--- config.mk ---
export PLATFORM = sky130hd
export DESIGN_NAME = rcpwm_ctrl
export DESIGN_NICKNAME = d
export VERILOG_FILES = /design/src/rcpwm_pkg.sv /design/src/rcpwm_ctrl.sv
export SDC_FILE = /design/constraint.sdc
export NUM_CORES = 1
export LEC_CHECK = 0
export ABC_AREA = 1
export BUFFER_PORTS_ARGS = -buffer_cell sky130_fd_sc_hd__buf_2
export CORE_AREA = 2 2 41 43
export DETAILED_ROUTE_END_ITERATION = 16
export DIE_AREA = 0 0 43 45
export SLEW_MARGIN = 20
export SYNTH_ARGS = -nofsm -noshare
export SYNTH_HDL_FRONTEND = slang
export SYNTH_SLANG_ARGS = --single-unit
--- constraint.sdc ---
create_clock -name clk -period 1.7 [get_ports clk]
set_input_delay 0.51 -clock clk [delete_from_list [all_inputs] [get_ports clk]]
set_output_delay 0.51 -clock clk [all_outputs]
set_load 0.005 [all_outputs]
--- src/rcpwm_pkg.sv ---
// shared types and constants for the rc pwm receiver decoder
// no dependencies; imported by every module of the block
`default_nettype none

package rcpwm_pkg;

	// channel roles
	localparam int CH_X        = 0;
	localparam int CH_Y        = 1;
	localparam int CH_SPEED    = 2;
	localparam int CH_SWITCH   = 4;
	localparam int CH_RESET    = 4;
	localparam int CH_OVERRIDE = 6;
	localparam int CH_MONITOR  = 8;

	// field and port widths
	localparam int CHAN_W     = 4;
	localparam int STAMP_W    = 32;
	localparam int MASK_W     = 10;
	localparam int CFG_ADDR_W = 3;
	localparam int CFG_DATA_W = 32;
	localparam int S_TDATA_W  = 40;
	localparam int M_TDATA_W  = 144;
	localparam int RES_W      = 138;

	typedef enum logic [1:0] {
		LS_NOT_STARTED  = 2'd0,
		LS_NOT_VALID    = 2'd1,
		LS_VALID        = 2'd2,
		LS_DISCONNECTED = 2'd3
	} link_t;

	// register indexes
	localparam logic [CFG_ADDR_W-1:0] REG_SPEED_GAIN   = 3'd0;
	localparam logic [CFG_ADDR_W-1:0] REG_VALID_MIN    = 3'd1;
	localparam logic [CFG_ADDR_W-1:0] REG_VALID_MAX    = 3'd2;
	localparam logic [CFG_ADDR_W-1:0] REG_DISCONNECT   = 3'd3;
	localparam logic [CFG_ADDR_W-1:0] REG_SWITCH_LIMIT = 3'd4;
	localparam logic [CFG_ADDR_W-1:0] REG_RESET_ARM    = 3'd5;
	localparam logic [CFG_ADDR_W-1:0] REG_WIDE_MASK    = 3'd6;

	// register reset values
	localparam logic [15:0]       RST_SPEED_GAIN   = 16'd256;
	localparam logic [15:0]       RST_VALID_MIN    = 16'd490;
	localparam logic [15:0]       RST_VALID_MAX    = 16'd1050;
	localparam logic [31:0]       RST_DISCONNECT   = 32'd20000;
	localparam logic [31:0]       RST_SWITCH_LIMIT = 32'd20000;
	localparam logic [15:0]       RST_RESET_ARM    = 16'd530;
	localparam logic [MASK_W-1:0] RST_WIDE_MASK    = 10'd15;

	// arithmetic constants
	localparam logic [31:0] STICK_CENTER  = 32'd750;
	localparam logic [31:0] SPEED_ZERO    = 32'd500;
	localparam logic [31:0] SCALE_SAT_MAG = 32'd16384000;  // 2^31 * 125 / 16384
	localparam logic [20:0] SCALE_MULT    = 21'd2048000;   // 16384 * 125
	localparam logic [60:0] SAT_LIMIT     = 61'd33554432000000; // 2^31 * 15625
	localparam int          DIVISOR       = 15625;

	// radix-16 divider by the constant
	localparam int LANES      = 3;
	localparam int LANE_LIN   = 0;
	localparam int LANE_ANG   = 1;
	localparam int LANE_SPD   = 2;
	localparam int DIV_W      = 48;
	localparam int DIGIT_W    = 4;
	localparam int DIV_DIGITS = DIV_W / DIGIT_W;
	localparam int DCNT_W     = 4;
	localparam int REM_W      = 14;
	localparam int PREM_W     = REM_W + DIGIT_W;
	localparam int QUO_W      = 31;

	typedef struct packed {
		logic accept;
		logic cap;
		logic link;
		logic mul1;
		logic mul2;
		logic divld;
		logic dstep;
		logic ev_out;
	} cmd_t;

	typedef struct packed {
		logic div_done;
	} status_t;

	// result item, last field (out_channel) in the low bits
	typedef struct packed {
		logic               reset_request;
		logic               override_on;
		logic               auto_mode;
		logic signed [31:0] speed_scale;
		logic signed [31:0] angular_velocity;
		logic signed [31:0] linear_velocity;
		link_t              link_state;
		logic               width_updated;
		logic [31:0]        pulse_width;
		logic [CHAN_W-1:0]  out_channel;
	} res_t;

	// digit times divisor
	function automatic logic [PREM_W-1:0] div_multiple(input logic [DIGIT_W-1:0] d);
		logic [PREM_W-1:0] m;
		m = PREM_W'(d) * PREM_W'(DIVISOR);
		return m;
	endfunction

	// signed Q16.16 result with saturation
	function automatic logic signed [31:0] sat_result(input logic sat, input logic neg,
			input logic [QUO_W-1:0] q);
		logic [31:0] mag;
		logic [31:0] r;
		mag = {1'b0, q};
		if (sat) begin
			r = neg ? 32'h8000_0000 : 32'h7FFF_FFFF;
		end else if (neg) begin
			r = 32'd0 - mag;
		end else begin
			r = mag;
		end
		return $signed(r);
	endfunction

endpackage

`default_nettype wire

--- src/rcpwm_ctrl.sv ---
// controller: sequences capture and evaluate items and owns the output valid
// depends on rcpwm_pkg
`default_nettype none

module rcpwm_ctrl (
	input  wire logic                 clk,
	input  wire logic                 arst_n,
	input  wire logic                 s_tvalid,
	output logic                      s_tready,
	input  wire logic                 in_mode,
	output logic                      m_tvalid,
	input  wire logic                 m_tready,
	output rcpwm_pkg::cmd_t           cmd,
	input  wire rcpwm_pkg::status_t   status
);
	import rcpwm_pkg::*;

	typedef enum logic [7:0] {
		ST_IDLE  = 8'b0000_0001,
		ST_CAP   = 8'b0000_0010,
		ST_LINK  = 8'b0000_0100,
		ST_MUL1  = 8'b0000_1000,
		ST_MUL2  = 8'b0001_0000,
		ST_DIVLD = 8'b0010_0000,
		ST_DIV   = 8'b0100_0000,
		ST_OUT   = 8'b1000_0000
	} state_t;

	state_t state_q;
	state_t state_nx;
	logic   m_tvalid_q;
	logic   out_free;

	assign out_free = !m_tvalid_q || m_tready;
	assign s_tready = (state_q == ST_IDLE);
	assign m_tvalid = m_tvalid_q;

	always_comb begin
		cmd      = '0;
		state_nx = state_q;
		case (state_q)
			ST_IDLE: begin
				if (s_tvalid) begin
					cmd.accept = 1'b1;
					state_nx   = in_mode ? ST_LINK : ST_CAP;
				end
			end
			ST_CAP: begin
				if (out_free) begin
					cmd.cap  = 1'b1;
					state_nx = ST_IDLE;
				end
			end
			ST_LINK: begin
				cmd.link = 1'b1;
				state_nx = ST_MUL1;
			end
			ST_MUL1: begin
				cmd.mul1 = 1'b1;
				state_nx = ST_MUL2;
			end
			ST_MUL2: begin
				cmd.mul2 = 1'b1;
				state_nx = ST_DIVLD;
			end
			ST_DIVLD: begin
				cmd.divld = 1'b1;
				state_nx  = ST_DIV;
			end
			ST_DIV: begin
				cmd.dstep = 1'b1;
				if (status.div_done) begin
					state_nx = ST_OUT;
				end
			end
			ST_OUT: begin
				if (out_free) begin
					cmd.ev_out = 1'b1;
					state_nx   = ST_IDLE;
				end
			end
			default: state_nx = ST_IDLE;
		endcase
	end

	always_ff @(posedge clk or negedge arst_n) begin
		if (!arst_n) begin
			state_q    <= ST_IDLE;
			m_tvalid_q <= 1'b0;
		end else begin
			state_q <= state_nx;
			if (cmd.cap || cmd.ev_out) begin
				m_tvalid_q <= 1'b1;
			end else if (m_tready) begin
				m_tvalid_q <= 1'b0;
			end
		end
	end

	a_load_when_free: assert property (@(posedge clk) disable iff (!arst_n)
		(cmd.cap || cmd.ev_out) |-> (!m_tvalid_q || m_tready))
		else $error("result register overwritten while full");

	a_div_to_out: assert property (@(posedge clk) disable iff (!arst_n)
		((state_q == ST_DIV) && status.div_done) |=> (state_q == ST_OUT))
		else $error("divider finish not followed by output");

	a_eval_starts: assert property (@(posedge clk) disable iff (!arst_n)
		(cmd.accept && in_mode) |=> cmd.link)
		else $error("evaluate item did not start the link step");

endmodule

`default_nettype wire

-- Yosys cells after proc, flatten, opt, wreduce, memory -nomap -nowiden
Index checks and enable logic that the tools add are counted.
- register bits after elaboration: 9
- input port bits: 6
- eq/ne operators: 11
- muxes and demuxes: 17
- reduce and logical (&&, ||, !) cells: 6
- operators with widths (kind ; count):
    8-bit one-hot mux with 7 select lines ; 1
    8-bit two-way mux ; 3
    1-bit two-way mux ; 12
    8-bit by 1-bit == test with 1-bit output (second input constant) ; 1
    8-bit by 2-bit == test with 1-bit output (second input constant) ; 1
    8-bit by 3-bit == test with 1-bit output (second input constant) ; 1
    8-bit by 4-bit == test with 1-bit output (second input constant) ; 1
    8-bit by 5-bit == test with 1-bit output (second input constant) ; 1
    8-bit by 6-bit == test with 1-bit output (second input constant) ; 1
    8-bit by 7-bit == test with 1-bit output (second input constant) ; 1
    8-bit == test (second input constant) ; 1
    2-bit != test (second input constant) ; 2
    3-bit two-way mux ; 1
    3-bit AND reduction ; 1
    1-bit logical OR ; 2
    2-bit by 1-bit != test with 1-bit output (second input constant) ; 1
    2-bit nonzero test ; 1
    2-bit OR reduction ; 1
    1-bit logical NOT ; 1

-- Depth between registers and ports, before layout
Gate-level depths: netlist (run 1).
- word-level depth: 6
- gate-level depth with buffers: 9

-- Worst setup path after synthesis (run 1)
OpenSTA, ideal clock, no wires.
- path type: reg2out
- from: register state_q[0]
- to: output port cmd[7] (netlist name)
- arrival: 0.941 ns
- required time: 1.190 ns
- setup slack: 0.249 ns
- stages on the path, launching flop included: 5
- cells stage by stage: dfstp_2 > nand2_1 > nor2_1 > nand2_1 > nor2_1
- RTL lines (element ; line ; source):
    from (decl) ; rcpwm_ctrl.sv:29 ; state_t state_q;
    from (signal assigned) ; rcpwm_ctrl.sv:91 ; state_q <= state_nx;
    to (decl) ; rcpwm_ctrl.sv:13 ; output rcpwm_pkg::cmd_t cmd,

==> summary.log, run 1 <==
qor: critical_path.worstPathCellList nor2_2 > nand2_2 > inv_2 > nand2_2 > nor2_1 > buf_2
qor: grt.global_route_wire_length_before_repair 2630 um
qor: power_and_ir_drop.power_density 1520 nW/um2
qor: sta.finalCritPeriodShare 105%
qor: synthesis.sequential_fraction_of_the_synthesis_area 40.3%
qor: route.drtPass1Iterations 4
qor: critical_path.critical_path.slowest_cell sky130_fd_sc_hd__dfrtp_1
qor: route.vias_per_cell 4.68
qor: worst_hold_path.worst_hold_path_type input pin to async pin
qor: clock_tree.numCtsBuffers 3
qor: route.initial_detailed_routing_violation_count 9
qor: route.post_drt_wl_per_cell 11.5 um
qor: floorplan.core-area 1470 um2
qor: floorplan.chipWidth 43 um
qor: outcome.failed_checks negative setup slack
qor: clock_tree.clkSlewWorstSetupHoldPaths 60 ps
qor: synthesis.synth-seq-cells 9
qor: critical_path.critical_path.startpoint_type flop
qor: clock_tree.clk-insertion-delay-late 270 ps
qor: synthesis.synth.area.mux_share 0%
qor: route.finalWirelength 1720 um
qor: synthesis.synthesized_area_per_cell 6.31 um2
qor: floorplan.dieArea 1940 um2
qor: floorplan.floorplan.initialDensity 38.2%
qor: critical_path.timing.reg2reg.worst_path_depth 14
qor: cells_and_area.final_layout_size_suffix_gt1_share 59.0%
qor: power_and_ir_drop.netSwitchingFraction 40.9%
qor: clock_tree.clk_root_buffer_cell sky130_fd_sc_hd__clkbuf_4
qor: route.post-route-drc-count 0
qor: sta.worst_hold_margin 86.6 ps
qor: power_and_ir_drop.power_frac_comb 65.4%
qor: clock_tree.cts-root-to-sink-buffers 2
qor: sta.fmax 558 MHz
qor: grt.groute.usage.overall 19.0%
qor: sta.tns -723 ps
qor: power_and_ir_drop.power.share.clock 11.7%
qor: critical_path.critical_path.reg2reg.startpoint state_q[3]
qor: synthesis.post_synth_xor_area_fraction 0%
qor: power_and_ir_drop.internal-power 0.857 mW
qor: synthesis.simple_gate_area_share_of_the_yosys_netlist 48.1%
qor: grt.number_of_antenna_violations_at_the_first_check_in_global_routing 0
qor: place.place_congestion 0.831
qor: synthesis.synth.cell_area 562 um2
qor: outcome.outcome complete, but fails checks
qor: synthesis.synth_fa_ha_area_share 0%
qor: sta.rsz_0062_raised_after_global_routing true
qor: synthesis.ys_types 12
qor: place.placed_wire_length_estimate_after_detailed_placement 980 um
qor: critical_path.worst-endpoint-required 1190 ps
qor: critical_path.critical_path.endpoint_type primary output
qor: critical_path.cpPeakStageDelay 400 ps
qor: synthesis.synth-compound-area-share 0.891%
qor: floorplan.rows 14
qor: critical_path.cp_max_fo 4
qor: sta.max_slew.worst_pin.slew 221 ps
qor: power_and_ir_drop.power.sequential.fraction 22.9%
qor: synthesis.net_count_of_the_mapped_netlist 95
qor: place.numPortBuffers 15
qor: synthesis.synthCells 89
qor: sta.finalWorstPathRequiredPeriod 1790 ps
qor: clock_tree.cts_tree built
qor: power_and_ir_drop.p_switching 0.592 mW
qor: critical_path.setup_slack_reg_to_reg -40 ps
qor: synthesis.main_combinational_cell_family_by_area_after_synthesis simple AND/OR/NAND/NOR gates
qor: clock_tree.clock_sink_count 9
qor: cells_and_area.layout-area-overhead-vs-synth 69.7%
qor: critical_path.critPathMostFrequentCell sky130_fd_sc_hd__nand2_2
qor: critical_path.worstReg2RegEnd state_q[1]
qor: critical_path.cp-startpoint state_q[5]
qor: grt.grt_max_degree 10
qor: cells_and_area.fin_nets 141
qor: critical_path.worst-endpoint-arrival 1280 ps
qor: sta.postLayoutSetupSlackWorst -92.1 ps
qor: grt.grt_pass1_vias 694
qor: grt.grt_remaining_overflow 0
qor: sta.clock_skew 3.93 ps
qor: route.route.antenna.remaining_nets 0
qor: sta.drv_slew 0
qor: sta.final_report_hold_violation_count 0
qor: cells_and_area.antennaDiodeCount 0
qor: clock_tree.clock_tree.htree_level_count 1
qor: sta.setup_viol_count_final 11
qor: power_and_ir_drop.worst_ir_drop_vdd 0.872 mV
qor: synthesis.ys_warn_count 0
qor: sta.max-slew-margin-rel 85.3%
qor: route.num_vias 702
qor: critical_path.cp_class flop to primary output
qor: run.maxCapViolCount 0
qor: floorplan.die_y 45 um
qor: power_and_ir_drop.p_leak 0.570 nW
qor: floorplan.top_level_ports 16
power groups by stage:
stage / logic, mW / registers [mW] / clock network [mW]
4_1_cts: 0.808 / 0.316 / 0.172
3_3_place_gp: 0.452 / 0.314 / 0
2_1_floorplan: 0.325 / 0.311 / 0
6_report: 0.947 / 0.332 / 0.169
3_5_place_dp: 0.454 / 0.318 / 0
5_1_grt: 1.03 / 0.337 / 0.184
sequential cells by signal, indices dropped and copies added, names as in the netlist:
| name | count |
|---|---|
| state_q | 8 |
| m_tvalid | 1 |
cells by family (layout without fill, tap and decap cells):
| logic type | Yosys count | count (layout) |
|---|---|---|
| simple gates | 63 | 63 |
| buf+inv | 16 | 61 |
| flops | 9 | 9 |
| compound gates | 1 | 1 |
per-layer routing:
layer	up-vias	track usage, %	wire length, um
met1	326	19.0	658
li1	352	-	-
met5	-	0	0
met3	8	2.40	51
met2	16	36.7	946
met4	0	12.7	63
placed cells by master (no fill, tap or decap), drive strengths merged:
cell and instances:
buf 41, nor2 28, a21oi 1, dfstp 1, clkbuf 4, dfrtp 8, inv 16, or2 1
nand3 5, nand2 29
worst max-delay path by stage:
stage / end / slack, ps / cells after the start
after CTS: cmd[0] / -120 / 6
after detailed placement: cmd[7] / 100 / 5
after global placement: cmd[7] / 130 / 5
after floorplan: cmd[7] / 250 / 4
after global routing: cmd[3] / -170 / 5
final: cmd[7] / -90 / 6
worst max-delay path, delay by kind of cell, from the launching register on:
| family | cells | cell delay, ps |
|---|---|---|
| simple gates | 4 | 420 |
| flops | 1 | 400 |
| buf+inv | 2 | 210 |
synthesized netlist by cell type:
cell                       n  share of area (%)
sky130_fd_sc_hd__nand2_1  23                 15
sky130_fd_sc_hd__a21oi_1   1               0.89
sky130_fd_sc_hd__nor2_1   26                 17
sky130_fd_sc_hd__inv_2     2                1.3
sky130_fd_sc_hd__or2_2     1                1.1
sky130_fd_sc_hd__dfstp_2   1                4.7
sky130_fd_sc_hd__nand2_2   6                6.7
sky130_fd_sc_hd__dfrtp_1   8                 36
sky130_fd_sc_hd__inv_1    14                9.4
sky130_fd_sc_hd__nand3_2   1                1.8
sky130_fd_sc_hd__nor2_2    2                2.2
sky130_fd_sc_hd__nand3_1   4                3.6
area by class of cell:
class | count | area [um2]
clock buffer | 4 | 26.3
sequential | 9 | 228
timing repair buffer | 41 | 270
fill | 119 | 518
inverter | 16 | 62.6
multi-input combinational | 64 | 347
tap | 16 | 20.0
through the flow:
stage	instance area, um2	std cells	util [%]	total power [mW]	worst slack, ps
6_report	953	150	64.8	1.45	-92.1
5_1_grt	953	150	64.8	1.55	-168
4_1_cts	891	147	60.5	1.30	-115
3_5_place_dp	672	122	45.7	0.771	104
3_3_place_gp	672	122	45.7	0.766	130
2_1_floorplan	562	89	-	0.636	249
what timing repair did:
item	in CTS	in global routing
gates resized for setup	13	14
pin swaps	10	7
hold buffers	0	0
buffers inserted	21	3
endpoints found under the setup margin	9	13
Note: power is estimated with default switching activity, not from simulation.
==> run 2, diff against run 1 <==
Settings changed: RECOVER_POWER from default to 25, SLEW_MARGIN 20 to 5.
==> run 2 against run 1 <==
Against the previous run: the flow still finishes with violations (negative setup slack); clock power barely moved; via count unchanged; highest routed layer unchanged; setup slack about the same; power barely moved; global-route usage stayed put; utilization is 0.085 points lower; sequential power hardly changed; largest power group unchanged; non-clock buffer count stayed put; combinational power is essentially flat; critical path depth stayed put; die area unchanged; first-iteration DRC count unchanged.
==> summary.log, run 2 (same netlist as run 1, synthesis figures left out) <==
qor: sta.drv_slew 0 [unchanged]
qor: cells_and_area.area.sequential 228 um2 [unchanged]
qor: critical_path.cp_max_fo 4 [unchanged]
qor: grt.number_of_antenna_violations_at_the_first_check_in_global_routing 0 [unchanged]
qor: cells_and_area.multiInputGateArea 347 um2 [unchanged]
qor: critical_path.setup_slack_reg_to_reg -40 ps [about the same]
qor: cells_and_area.antennaDiodeCount 0 [unchanged]
qor: sta.max_slew.worst_pin.slew 526 ps [+305 ps]
qor: sta.finalWorstPathRequiredPeriod 1790 ps [+0.200 ps]
qor: route.initial_detailed_routing_violation_count 9 [unchanged]
qor: grt.grt_pass1_vias 694 [unchanged]
qor: sta.fmax 558 MHz [about the same]
qor: grt.grt_max_degree 10 [unchanged]
qor: power_and_ir_drop.worst_ir_drop_vdd 0.872 mV [about the same]
qor: route.post-route-drc-count 0 [unchanged]
qor: critical_path.critical_path.startpoint_type flop
qor: sta.finalCritPeriodShare 105% [about the same]
qor: floorplan.chipWidth 43 um [unchanged]
qor: grt.groute.usage.overall 19.0% [unchanged]
qor: route.finalWirelength 1720 um [about the same]
qor: sta.final_report_hold_violation_count 0 [unchanged]
qor: clock_tree.numCtsBuffers 3 [unchanged]
qor: cells_and_area.final_common_cell sky130_fd_sc_hd__buf_4
qor: floorplan.rows 14 [unchanged]
qor: worst_hold_path.worst_hold_path_type input pin to async pin
qor: run.maxCapViolCount 0 [unchanged]
qor: cells_and_area.fillers 120 [+0.84%]
qor: place.placed_wire_length_estimate_after_detailed_placement 980 um [unchanged]
qor: place.worst_setup_slack_post_dpl 104 ps [unchanged]
qor: sta.postLayoutSetupSlackWorst -92.3 ps [-0.200 ps]
qor: floorplan.floorplan.initialDensity 38.2% [unchanged]
qor: route.route.antenna.remaining_nets 0 [unchanged]
qor: place.numPortBuffers 15 [unchanged]
qor: clock_tree.clock_tree.htree_level_count 1 [unchanged]
qor: power_and_ir_drop.p_leak 0.567 nW [-0.48%]
qor: grt.grt_remaining_overflow 0 [unchanged]
qor: floorplan.core-area 1470 um2 [unchanged]
qor: route.vias_per_cell 4.68 [unchanged]
qor: sta.clock_skew 4.09 ps [+0.156 ps]
qor: sta.rsz_0062_raised_after_global_routing true
qor: route.num_vias 702 [unchanged]
qor: outcome.failed_checks negative setup slack
qor: clock_tree.clkSlewWorstSetupHoldPaths 60 ps [about the same]
qor: critical_path.cp_class flop to primary output
qor: critical_path.cp-startpoint state_q[5]
qor: route.drtPass1Iterations 4 [unchanged]
qor: cells_and_area.fin_nets 141 [unchanged]
qor: floorplan.dieArea 1940 um2 [unchanged]
qor: clock_tree.clk-insertion-delay-late 270 ps [about the same]
qor: route.post_drt_wl_per_cell 11.5 um [about the same]
qor: critical_path.critical_path.reg2reg.startpoint state_q[3]
qor: clock_tree.clock_sink_count 9 [unchanged]
qor: cells_and_area.flip_flop_count_of_the_largest_register_all_copies_and_words_added 8 [unchanged]
qor: cells_and_area.layout-area-overhead-vs-synth 69.5%
qor: power_and_ir_drop.design_power_total 1.45 mW [about the same]
qor: floorplan.top_level_ports 16 [unchanged]
qor: grt.global_route_wire_length_before_repair 2630 um [unchanged]
qor: floorplan.die_y 45 um [unchanged]
qor: critical_path.timing.reg2reg.worst_path_depth 14 [unchanged]
qor: sta.max-slew-margin-rel 64.9% [-20 points]
qor: power_and_ir_drop.power_density 1520 nW/um2 [+0.12%]
qor: sta.setup_viol_count_final 11 [unchanged]
qor: critical_path.critical_path.endpoint_type primary output
qor: clock_tree.cts-root-to-sink-buffers 2 [unchanged]
qor: outcome.outcome complete, but fails checks
qor: place.place_congestion 0.831 [unchanged]
qor: critical_path.worst-endpoint-arrival 1280 ps [about the same]
qor: cells_and_area.final_layout_size_suffix_gt1_share 58.2% [-0.75 points]
qor: cells_and_area.top_register state_q
qor: critical_path.worstReg2RegEnd state_q[1]
qor: clock_tree.clk_root_buffer_cell sky130_fd_sc_hd__clkbuf_4
qor: cells_and_area.final_cell_mix sky130_fd_sc_hd__buf_4, sky130_fd_sc_hd__nor2_1, sky130_fd_sc_hd__nand2_1
qor: critical_path.worst-endpoint-required 1190 ps [about the same]
qor: clock_tree.cts_tree built
## run 2: critical path, stage by stage (launching register included)
cell	delay, ps
sky130_fd_sc_hd__dfrtp_1	400
sky130_fd_sc_hd__nor2_2	160
sky130_fd_sc_hd__nand2_2	110
sky130_fd_sc_hd__inv_2	100
sky130_fd_sc_hd__nand2_2	70
sky130_fd_sc_hd__nor2_1	80
sky130_fd_sc_hd__buf_2	110
## run 2: where the power goes
group          switching (mW)  internal, mW
clock                  0.0787        0.0907
combinational           0.458         0.489
sequential             0.0553         0.277
## run 2: through the flow
step	util [%]	cell area (um2)	TNS, ps	instances	hold WS, ps
after floorplan	-	562	0	89	214
after global placement	45.7	672	0	122	374
after detailed placement	45.7	672	0	122	378
after CTS	60.5	891	-550	147	93.8
after global routing	64.7	952	-1620	150	212
final	64.7	952	-725	150	186
## run 2: how the worst max path moves through the flow
| stage | endpoint | slack [ps] |
|---|---|---|
| floorplan | cmd[7] | 250 |
| global placement | cmd[7] | 130 |
| detailed placement | cmd[7] | 100 |
| CTS | cmd[0] | -120 |
| global route | cmd[3] | -170 |
| finish | cmd[7] | -90 |
## run 2: cell type report
type | count | area share (%)
inverter | 16 | 6.57
tap | 16 | 2.10
timing repair buffer | 41 | 28.3
multi-input combinational | 64 | 36.4
sequential | 9 | 23.9
clock buffer | 4 | 2.76
## run 2: repair_timing
action	4_1_cts	5_1_grt
buffers inserted	21	3
setup endpoints to repair	9	13
gates resized for setup	13	14
pin swaps	10	7
gates cloned	0	0
hold buffers	0	0
## run 2: metal layers
layer,routed length [um],up-vias,track usage [%]
li1,-,352,-
met1,658,326,19.0
met2,946,16,36.7
met3,51,8,2.40
met4,63,0,12.7
met5,0,-,0
==> run 3, diff against run 2 <==
Settings changed: ABC_AREA 1 to default, CORE_AREA 2 2 41 43 to 2 2 40 42, DIE_AREA 0 0 43 45 to 0 0 42 44.
==> run 3 against run 2 <==
Against the previous run: the flow still finishes with violations (negative setup slack); sequential share of layout area rose by 1.1 points; fmax fell by 17%; non-clock buffer count fell by 7; register-to-register slack improved by 70 ps; combinational power fell by 28%; flip-flop and latch count did not move; area after synthesis fell by 3.8%; final area fell by 4.9%; critical endpoint unchanged.
==> summary.log, run 3 <==
qor: route.post-route-drc-count 0 [unchanged]
qor: synthesis.synthesized_area_per_cell 9.83 um2 [+56%]
qor: critical_path.critical_path.slowest_cell sky130_fd_sc_hd__or4_4
qor: synthesis.synthCells 55 [-38%]
qor: synthesis.ys_warn_count 0 [unchanged]
qor: synthesis.synth-main-ff-cell sky130_fd_sc_hd__dfrtp_1
qor: route.num_vias 568 [-19%]
qor: place.place_area 738 um2 [+9.9%]
qor: cells_and_area.final_layout_size_suffix_gt1_share 59.3% [+1.1 points]
qor: critical_path.worstReg2RegEnd state_q[0]
qor: grt.grt_remaining_overflow 0 [unchanged]
qor: synthesis.synth-compound-area-share 7.87% [+7.0 points]
qor: cells_and_area.final_cell_mix sky130_fd_sc_hd__buf_4, sky130_fd_sc_hd__buf_2, sky130_fd_sc_hd__dfrtp_1
qor: critical_path.worst-endpoint-required 1190 ps [about the same]
qor: critical_path.cp_class flop to primary output
qor: floorplan.floorplan.initialDensity 38.1% [-0.085 points]
qor: outcome.failed_checks negative setup slack
qor: grt.number_of_antenna_violations_at_the_first_check_in_global_routing 0 [unchanged]
qor: floorplan.rows 14 [unchanged]
qor: cells_and_area.flip_flop_count_of_the_largest_register_all_copies_and_words_added 8 [unchanged]
qor: synthesis.synth-seq-cells 9 [unchanged]
qor: synthesis.commonest_cells_in_the_synthesized_netlist sky130_fd_sc_hd__dfrtp_1, sky130_fd_sc_hd__nor3b_1, sky130_fd_sc_hd__nand2_1
qor: grt.grt_max_degree 10 [unchanged]
qor: clock_tree.cts_tree built
qor: sta.rsz_0062_raised_after_global_routing true
qor: critical_path.worstPathCellList or4_4 > nor4_4 > nand2_1 > inv_1 > buf_2
qor: cells_and_area.layout-area-overhead-vs-synth 67.6%
qor: cells_and_area.antennaDiodeCount 0 [unchanged]
qor: synthesis.synth.cell_area 541 um2 [-3.8%]
qor: sta.drv_slew 0 [unchanged]
qor: power_and_ir_drop.design_power_total 1.15 mW [-21%]
qor: route.vias_per_cell 5.31 [+13%]
qor: clock_tree.cts.hold.buffers_added 0 [unchanged]
qor: critical_path.setup_slack_reg_to_reg 30 ps [+70 ps]
qor: clock_tree.clk-insertion-delay-late 260 ps [about the same]
qor: synthesis.yosysTopAreaCellShare 37.0% [+1.4 points]
qor: synthesis.main_combinational_cell_family_by_area_after_synthesis simple AND/OR/NAND/NOR gates
qor: cells_and_area.fillers 124 [+3.3%]
qor: synthesis.synth.area.mux_share 1.85% [+1.9 points]
qor: place.placed_cells 96 [-21%]
qor: sta.finalCritPeriodShare 127% [+22 points]
qor: synthesis.synth_fa_ha_area_share 0% [unchanged]
qor: critical_path.cpPeakStageDelay 570 ps [+170 ps]
qor: sta.setup_viol_count_final 9 [-2]
qor: power_and_ir_drop.worst_ir_drop_vdd 0.755 mV [-13%]
qor: cells_and_area.fin_nets 98 [-30%]
qor: clock_tree.clkSlewWorstSetupHoldPaths 70 ps [about the same]
qor: synthesis.simple_gate_area_share_of_the_yosys_netlist 39.8% [-8.3 points]
qor: route.post_drt_wl_per_cell 12.4 um [+8.4%]
qor: sta.finalWorstPathRequiredPeriod 2170 ps [+375 ps]
qor: floorplan.core-area 1420 um2 [-3.6%]
qor: sta.fmax 461 MHz [-17%]
qor: sta.max_slew.worst_pin.slew 536 ps [+10.3 ps]
qor: outcome.outcome complete, but fails checks
qor: cells_and_area.postLayoutCellArea 906 um2 [-4.9%]
qor: critical_path.timing.reg2reg.worst_path_depth 4 [-10]
qor: clock_tree.cts-root-to-sink-buffers 2 [unchanged]
qor: clock_tree.numCtsBuffers 3 [unchanged]
qor: critical_path.cp-startpoint state_q[7]
qor: place.place_congestion 0.734 [-12%]
qor: route.finalWirelength 1330 um [-23%]
qor: critical_path.critical_path.endpoint_type primary output
qor: place.worst_setup_slack_post_dpl -261 ps [-365 ps]
qor: floorplan.top_level_ports 16 [unchanged]
qor: grt.groute.usage.overall 17.1% [-1.9 points]
qor: cells_and_area.final_common_cell sky130_fd_sc_hd__buf_4
qor: route.route.antenna.remaining_nets 0 [unchanged]
qor: clock_tree.clock_tree.htree_level_count 1 [unchanged]
qor: synthesis.synth.largest_area_cell sky130_fd_sc_hd__dfrtp_1
qor: clock_tree.clk_root_buffer_cell sky130_fd_sc_hd__clkbuf_4
qor: place.placed_wire_length_estimate_after_detailed_placement 945 um [-3.6%]
qor: sta.worst_hold_margin 195 ps [+8.84 ps]
qor: floorplan.chipWidth 42 um [-2.3%]
qor: critical_path.critical_path_buf_inv_count 2 [unchanged]
qor: clock_tree.clock_sink_count 9 [unchanged]
qor: sta.max-slew-margin-rel 64.2% [-0.69 points]
qor: sta.final_report_hold_violation_count 0 [unchanged]
qor: worst_hold_path.worst_hold_path_type input pin to async pin
qor: critical_path.worst-endpoint-arrival 1660 ps [+380 ps]
qor: synthesis.yosysMostFrequentCell sky130_fd_sc_hd__dfrtp_1
qor: floorplan.die_y 44 um [-2.2%]
qor: synthesis.post_synth_xor_area_fraction 4.86% [+4.9 points]
qor: place.numPortBuffers 15 [unchanged]
qor: synthesis.synthTopCellsByArea sky130_fd_sc_hd__dfrtp_1, sky130_fd_sc_hd__nor3b_1, sky130_fd_sc_hd__dfstp_2, sky130_fd_sc_hd__xor2_1, sky130_fd_sc_hd__or4_4
qor: synthesis.ys_types 26 [+14]
qor: grt.global_route_wire_length_before_repair 2280 um [-13%]
qor: synthesis.synth_edf_count 0 [unchanged]
qor: cells_and_area.multiInputGateArea 402 um2 [+16%]
qor: critical_path.instance_count_on_the_critical_path 5 [-1]
qor: critical_path.critical_path.top_delay_family simple AND/OR/NAND/NOR gates
qor: critical_path.critical_path.reg2reg.startpoint state_q[7]
qor: synthesis.net_count_of_the_mapped_netlist 61 [-36%]
qor: power_and_ir_drop.power_density 1270 nW/um2 [-16%]
qor: critical_path.cp_max_fo 3 [-1]
qor: sta.postLayoutSetupSlackWorst -467 ps [-375 ps]
qor: route.initial_detailed_routing_violation_count 14 [+5]
qor: critical_path.critical_path.startpoint_type flop
qor: grt.grt_pass1_vias 507 [-27%]
qor: run.maxCapViolCount 0 [unchanged]
qor: synthesis.sequential_fraction_of_the_synthesis_area 41.9% [+1.6 points]
qor: critical_path.crit_end cmd[7]
qor: sta.clock_skew 4.28 ps [+0.186 ps]
qor: cells_and_area.top_register state_q
qor: synthesis.postSynth.asyncResetShare 100% [unchanged]
qor: floorplan.dieArea 1850 um2 [-4.5%]
qor: cells_and_area.fin_cells 107 [-29%]
qor: power_and_ir_drop.p_leak 0.457 nW [-19%]
qor: route.drtPass1Iterations 4 [unchanged]
qor: cells_and_area.area.sequential 226 um2 [-0.55%]
-- run 3: cell types whose count changed after synthesis, moves of 3 or more --
cell                      delta
sky130_fd_sc_hd__nor2_1     -23
sky130_fd_sc_hd__nand2_1    -18
sky130_fd_sc_hd__inv_1      -11
sky130_fd_sc_hd__nor3b_1     +7
sky130_fd_sc_hd__nand2_2     -6
sky130_fd_sc_hd__nor4_1      +3
sky130_fd_sc_hd__xor2_1      +3
-- run 3: what timing repair did --
item,4_1_cts,5_1_grt
pin swaps,6,5
resized for setup,11,8
buffers inserted,4,4
setup endpoints to repair,9,10
-- run 3: cell families after synthesis --
family / Yosys count
DFF: 9
muxes: 1
and+or+nand+nor: 31
AOI/OAI and AO/OA: 6
xor gates and xnor gates: 3
buffers and inverters: 5
-- run 3: final cells by class --
type,count,area share [%]
inverters,3,1.24
clock buffers,4,2.90
flip-flops and latches,9,25.0
repair buffers,34,24.3
well taps,16,2.21
multi-input cells,41,44.3
-- run 3: report_power, final --
group | switching (mW) | internal, mW
logic | 0.315 | 0.367
clock network | 0.0793 | 0.0907
registers | 0.0372 | 0.263
total | 0.431 | 0.720
-- run 3: worst min path at each step --
stage	start	endpoint	slack, ps	cells past startpoint
2_1_floorplan	arst_n	m_tvalid	210	0
3_3_place_gp	arst_n	state_q[1]	380	1
3_5_place_dp	arst_n	state_q[7]	380	1
4_1_cts	arst_n	state_q[4]	100	1
5_1_grt	arst_n	state_q[4]	230	1
6_report	arst_n	state_q[4]	190	1
-- run 3: layer usage --
metal  part of all wire [%]  track usage (%)  up-vias  routed length, um
met2                     49             27.2       13                648
met4                   0.75             5.81        0                 10
met3                    5.0             4.58        2                 66
met5                      0                0        -                  0
met1                     45             22.6      275                603
li1                       -                -      278                  -
-- run 3: metrics by stage --
stage	TNS, ps	util [%]
after CTS	-3530	60.0
after global routing	-4440	63.8
after floorplan	-475	-
after detailed placement	-1200	52.0
final	-3540	63.8
after global placement	-1180	52.0
